### config.mk
export PLATFORM = sky130hd
export DESIGN_NAME = lfc_ctrl
export DESIGN_NICKNAME = d
export VERILOG_FILES = /design/src/lfc_pkg.sv /design/src/lfc_ctrl.sv
export SDC_FILE = /design/constraint.sdc
export NUM_CORES = 1
export LEC_CHECK = 0
export ABC_AREA = 1
export BUFFER_PORTS_ARGS = -buffer_cell sky130_fd_sc_hd__clkbuf_2
export CAP_MARGIN = 20
export CORE_AREA = 2 2 39 41
export CTS_BUF_LIST = sky130_fd_sc_hd__clkbuf_2 sky130_fd_sc_hd__clkbuf_4 sky130_fd_sc_hd__clkbuf_8
export DETAILED_ROUTE_END_ITERATION = 16
export DIE_AREA = 0 0 41 43
export GPL_TIMING_DRIVEN = 1
export PLACE_DENSITY = 0.51
export SYNTH_ARGS = -nofsm -noshare
export SYNTH_HDL_FRONTEND = slang
export SYNTH_SLANG_ARGS = --single-unit
export TNS_END_PERCENT = 1
### constraint.sdc
create_clock -name aclk -period 1.3 [get_ports aclk]
set_clock_uncertainty 0.1 [all_clocks]
set_input_delay 0 -clock aclk [delete_from_list [all_inputs] [get_ports aclk]]
set_output_delay 0 -clock aclk [all_outputs]
set_load 0.1 [all_outputs]
### src/lfc_pkg.sv
`default_nettype none
// ----------------------------------------------------------------------------
// Long FIR convolver package
// Shared constants, opcode codes and the command and status bundles that join
// the controller to the datapath.
// ----------------------------------------------------------------------------
package lfc_pkg;

    // Default sizing of the coefficient store and the history ring.
    localparam int MAX_TAPS_DEF  = 4096;
    localparam int COEF_FRAC_DEF = 15;

    // Field widths.
    localparam int SAMPLE_W   = 16;
    localparam int COEF_W     = 16;
    localparam int INDEX_W    = 12;
    localparam int TAPCNT_W   = 13;
    localparam int PROD_W     = 32;
    localparam int S_TDATA_W  = 48;
    localparam int M_TDATA_W  = 16;

    // Field positions within the input tdata word.
    localparam int COEF_INDEX_LSB = 0;
    localparam int COEF_VALUE_LSB = 12;
    localparam int SAMPLE_IN_LSB  = 28;

    localparam logic [TAPCNT_W-1:0] TAP_COUNT_RST = 13'd4096;

    typedef enum logic {
        OP_LOAD   = 1'b0,
        OP_FILTER = 1'b1
    } opcode_t;

    // Commands from the controller to the datapath.
    typedef struct packed {
        logic load;    // write one coefficient
        logic start;   // take a sample and begin a convolution
        logic issue;   // read one tap pair
        logic round;   // scale the finished sum
        logic emit;    // saturate and load the output register
    } lfc_cmd_t;

    // Status from the datapath to the controller.
    typedef struct packed {
        logic last_tap;   // the tap being read is the final one
        logic pipe_busy;  // products are still on their way to the accumulator
        logic out_free;   // the output register can take a new result
    } lfc_sts_t;

endpackage
`default_nettype wire

### src/lfc_ctrl.sv
`default_nettype none
// ----------------------------------------------------------------------------
// Long FIR convolver controller
// Takes coefficient loads straight from idle and sequences each sample request
// through the tap walk, pipeline drain, scaling and output hand-off.
// ----------------------------------------------------------------------------
module lfc_ctrl
    import lfc_pkg::*;
(
    input  wire logic     aclk,
    input  wire logic     aresetn,
    input  wire logic     s_tvalid,
    input  wire logic     s_opcode,
    output logic          s_tready,
    input  wire lfc_sts_t sts,
    output lfc_cmd_t      cmd
);

    typedef enum logic [4:0] {
        ST_IDLE  = 5'b00001,
        ST_RUN   = 5'b00010,
        ST_DRAIN = 5'b00100,
        ST_ROUND = 5'b01000,
        ST_EMIT  = 5'b10000
    } state_t;

    state_t state_reg;
    state_t state_next;

    always_comb begin
        state_next = state_reg;
        cmd        = '0;
        unique case (state_reg)
            ST_IDLE: begin
                if (s_tvalid) begin
                    if (opcode_t'(s_opcode) == OP_FILTER) begin
                        cmd.start  = 1'b1;
                        state_next = ST_RUN;
                    end else begin
                        cmd.load = 1'b1;
                    end
                end
            end
            ST_RUN: begin
                cmd.issue = 1'b1;
                if (sts.last_tap) begin
                    state_next = ST_DRAIN;
                end
            end
            ST_DRAIN: begin
                if (!sts.pipe_busy) begin
                    state_next = ST_ROUND;
                end
            end
            ST_ROUND: begin
                cmd.round  = 1'b1;
                state_next = ST_EMIT;
            end
            ST_EMIT: begin
                if (sts.out_free) begin
                    cmd.emit   = 1'b1;
                    state_next = ST_IDLE;
                end
            end
            default: begin
                state_next = ST_IDLE;
            end
        endcase
    end

    always_ff @(posedge aclk) begin
        if (!aresetn) begin
            state_reg <= ST_IDLE;
        end else begin
            state_reg <= state_next;
        end
    end

    assign s_tready = (state_reg == ST_IDLE);

endmodule
`default_nettype wire

; Word level (Yosys, flattened, before mapping)
; Index checks and enable logic that the tools add are counted.
[classes]
eq_ne = 10
mux = 14
reduce_logical = 1
[ops]
columns = operator, count
row1 = $mux W5, 5
row2 = $pmux W5 S5, 1
row3 = $ne A2 B2 Y1 const B, 5
row4 = $mux W1, 6
row5 = $eq A5 B1 Y1 const B, 1
row6 = $eq A5 B2 Y1 const B, 1
row7 = $eq A5 B3 Y1 const B, 1
row8 = $eq A5 B4 Y1 const B, 1
row9 = $eq A5 B5 Y1 const B, 1
row10 = $reduce_and A5 Y1, 1
row11 = $mux W2, 2
[word_totals]
elab_cells = 26
out_inout_bits = 6
ff_bits = 5

; Longest topological paths before layout
[depth]
depth_word = 3
mapped_depth = 7
mapped_depth_nobuf = 7

; Worst setup path before layout
; No wires, ideal clock.
[synth_path]
kind = register to output
start = register state_reg[3]
end = output cmd[4] (netlist name)
arrival_time_ns = 2.645
stages_incl_launch_ff = 6
setup_slack_ns = -1.445
required_time_ns = 1.200
n_path_buf = 0
path_cell_list = dfxtp_1 -> nor2_2 -> nand3_2 -> inv_1 -> nand2_1 -> nor2_1
[synth_rtl]
columns = item, line_no
row1 = from (decl), lfc_ctrl.sv:27  ; state_t state_reg;
row2 = from (signal assigned), lfc_ctrl.sv:75  ; state_reg <= state_next;
row3 = to (decl), lfc_ctrl.sv:16  ; output lfc_cmd_t cmd

==> impl_metrics.yaml <==
run_status:
  status: "finished, violations left"
  violations: "negative setup slack"
global_route:
  grt-ovfl-total: 0
  antenna_found_initial: 0
  grt_pass1_wl_um: 1380
  grt_pass1_vias: 363
  grt_use_total: 0.118
  grt_max_degree: 6
synthesis:
  yosys_register_bits: 5
  netlist.top_cell.by_area: "dfxtp_1"
  synth-simple-area-share: 0.475
  syn-cell-area_um2: 319
  syn_nets: 57
  syn_inst: 50
  synth_xor_area_frac: 0
  synth-adder-area-share: 0
  synth_area_leaders: "dfxtp_1 (31%), nand2_1 (9.4%), inv_1 (8.2%)"
  synth.avg_cell_area_um2: 6.38
  synth-compound-area-share: 0.0588
  synth_top_family_by_area: "simple AND/OR/NAND/NOR gates"
  synth_mux_area_frac: 0
  synth_cell_types: 14
  synth_warnings: 0
  seq_area_frac_synth: 0.314
  synth_top_area_frac: 0.314
final_layout:
  syn2layout_area_growth_pct: 111
  num_antenna_cells: 0
  final_area_um2: 673
  final_cell_mix: "nor2_4 (6), clkbuf_2 (6), buf_12 (6)"
  drive_above_1_share: 0.635
  fin_util: 0.486
  largest_register_ffs: 5
  nNetsFinal: 82
cts:
  clk_latency_ns: 0.23
  cts_buffers: 3
  cts_root_buf: "clkbuf_4"
  cts_tree: "built"
  cts.sinks: 5
  cts_buffer_depth: 2
  clkTransAtPathRegs_ns: 0.04
  h-tree-depth: 1
worst_setup_path:
  path_class: "register to output pin"
  crit_path_max_incr_delay_ns: 0.34
  startpoint_type: "register"
  crit_arrival_ns: 1.27
  cp_slowest_cell: "dfxtp_2"
  worstPathRequired_ns: 1.20
  path_cells: "nor2_4 -> nand3_4 -> clkinvlp_4 -> nand2_2 -> nor2_4 -> buf_12"
  cp_num_buf_inv: 2
  reg2reg_slack_ns: -0.03
  endpoint_kind: "output pin"
  cp_top_family: "simple AND/OR/NAND/NOR gates"
  cpMostUsedCell: "nor2_4"
  crit_fanout: 4
drt:
  dr.first_iter.drc_count: 5
  ant_nets: 0
  dr.pass1.iters: 4
  vias: 375
  wl_um: 917
  routed_via_density: 4.17
  wl_per_cell_um: 10.2
  drc: 0
pwr:
  power_leakage_nw: 0.295
  powerDensity_mw_per_mm2: 892
  worst_ir_drop_vdd_v: 0.000361
  power_mw: 0.600
floorplan:
  ios: 13
  initial_core_util: 0.231
  die_width_um: 41
  placeableCoreArea_mm2: 0.00138
  die_h_um: 43
  die-area_mm2: 0.00176
  rows: 14
place:
  hpwl_um: 656
  io_buffer_count: 12
  dpl-instance-area_um2: 533
  globalplace.congestion: 0.766
run:
  max_cap_viol_count: 0
timing:
  slew_viol_final: 0
  hold_viol: 0
  hold_slack_ns: 0.0622
  rsz0062_at_grt: "yes"
  worstMarginPinSlew_ns: 0.278
  max_slew_margin: 0.813
  setup_slack_ns: -0.0749
  fmax_mhz: 727
  finalCriticalPeriod_ns: 1.37
  finalSetupViolCount: 6
  min_period_over_period: 1.06
min_path:
  worstHoldPathType: "input pin to register"
path summary, 6_finish.rpt:
kind | from | end | depth (start not counted)
worst min-delay path | s_tvalid | state_reg[1] | 5
worst max register to register | state_reg[3] | state_reg[0] | 8
worst max-delay path | state_reg[3] | cmd[4] | 6
worst min register to register | state_reg[1] | state_reg[1] | 2
logic make-up (layout without fill, tap and decap cells):
group | Yosys count | count (layout)
flip-flops | 5 | 5
buffers and inverters | 12 | 36
AND/OR/NAND/NOR | 30 | 30
AO/OA/AOI/OAI | 3 | 3
through the flow:
step	worst slack, ns	std cells	setup TNS (ns)
floorplan	-0.392	50	-0.805
global placement	0.0756	78	0
detailed placement	0.0549	78	0
CTS	-0.133	89	-0.384
global route	-0.136	90	-0.747
finish	-0.0749	90	-0.266
what timing repair did:
action	CTS	global route
pin swaps	7	4
hold buffers	3	0
setup endpoints to repair	6	10
cloned	0	0
gates resized for setup	11	2
buffers inserted	4	1
endpoints found under the hold margin	5	0
final cells by class:
cell class,count,area (um2)
fillers,145,711
repair buffers,21,233
flip-flops and latches,5,111
clock buffers,4,30.0
well taps,16,20.0
multi-input cells,33,234
inverters,11,45.0
worst min-delay path, delay by kind of cell:
| family | cells | cell delay, ns |
|---|---|---|
| AOI/OAI and AO/OA | 1 | 0.04 |
| and+or+nand+nor | 2 | 0.19 |
| buffers and inverters | 2 | 0.13 |
cell usage after synthesis (all sizes together):
| cell type | n |
|---|---|
| nand3 | 5 |
| inv | 11 |
| nand2 | 8 |
| nor2 | 11 |
| nor3 | 2 |
| a21oi | 3 |
| buf | 1 |
| nand4 | 4 |
| dfxtp | 5 |
metal layers:
layer,global-route usage,share of wire
met1,0.126,0.38
met2,0.188,0.57
met3,0.0157,0.035
met4,0.100,0.014
met5,0,0
report_power, final:
part,switching (mW),internal (mW)
Clock,0.0564,0.136
Sequential,0.00831,0.159
Combinational,0.144,0.0958
Total,0.209,0.391
Note: power is estimated with default switching activity, not from simulation.
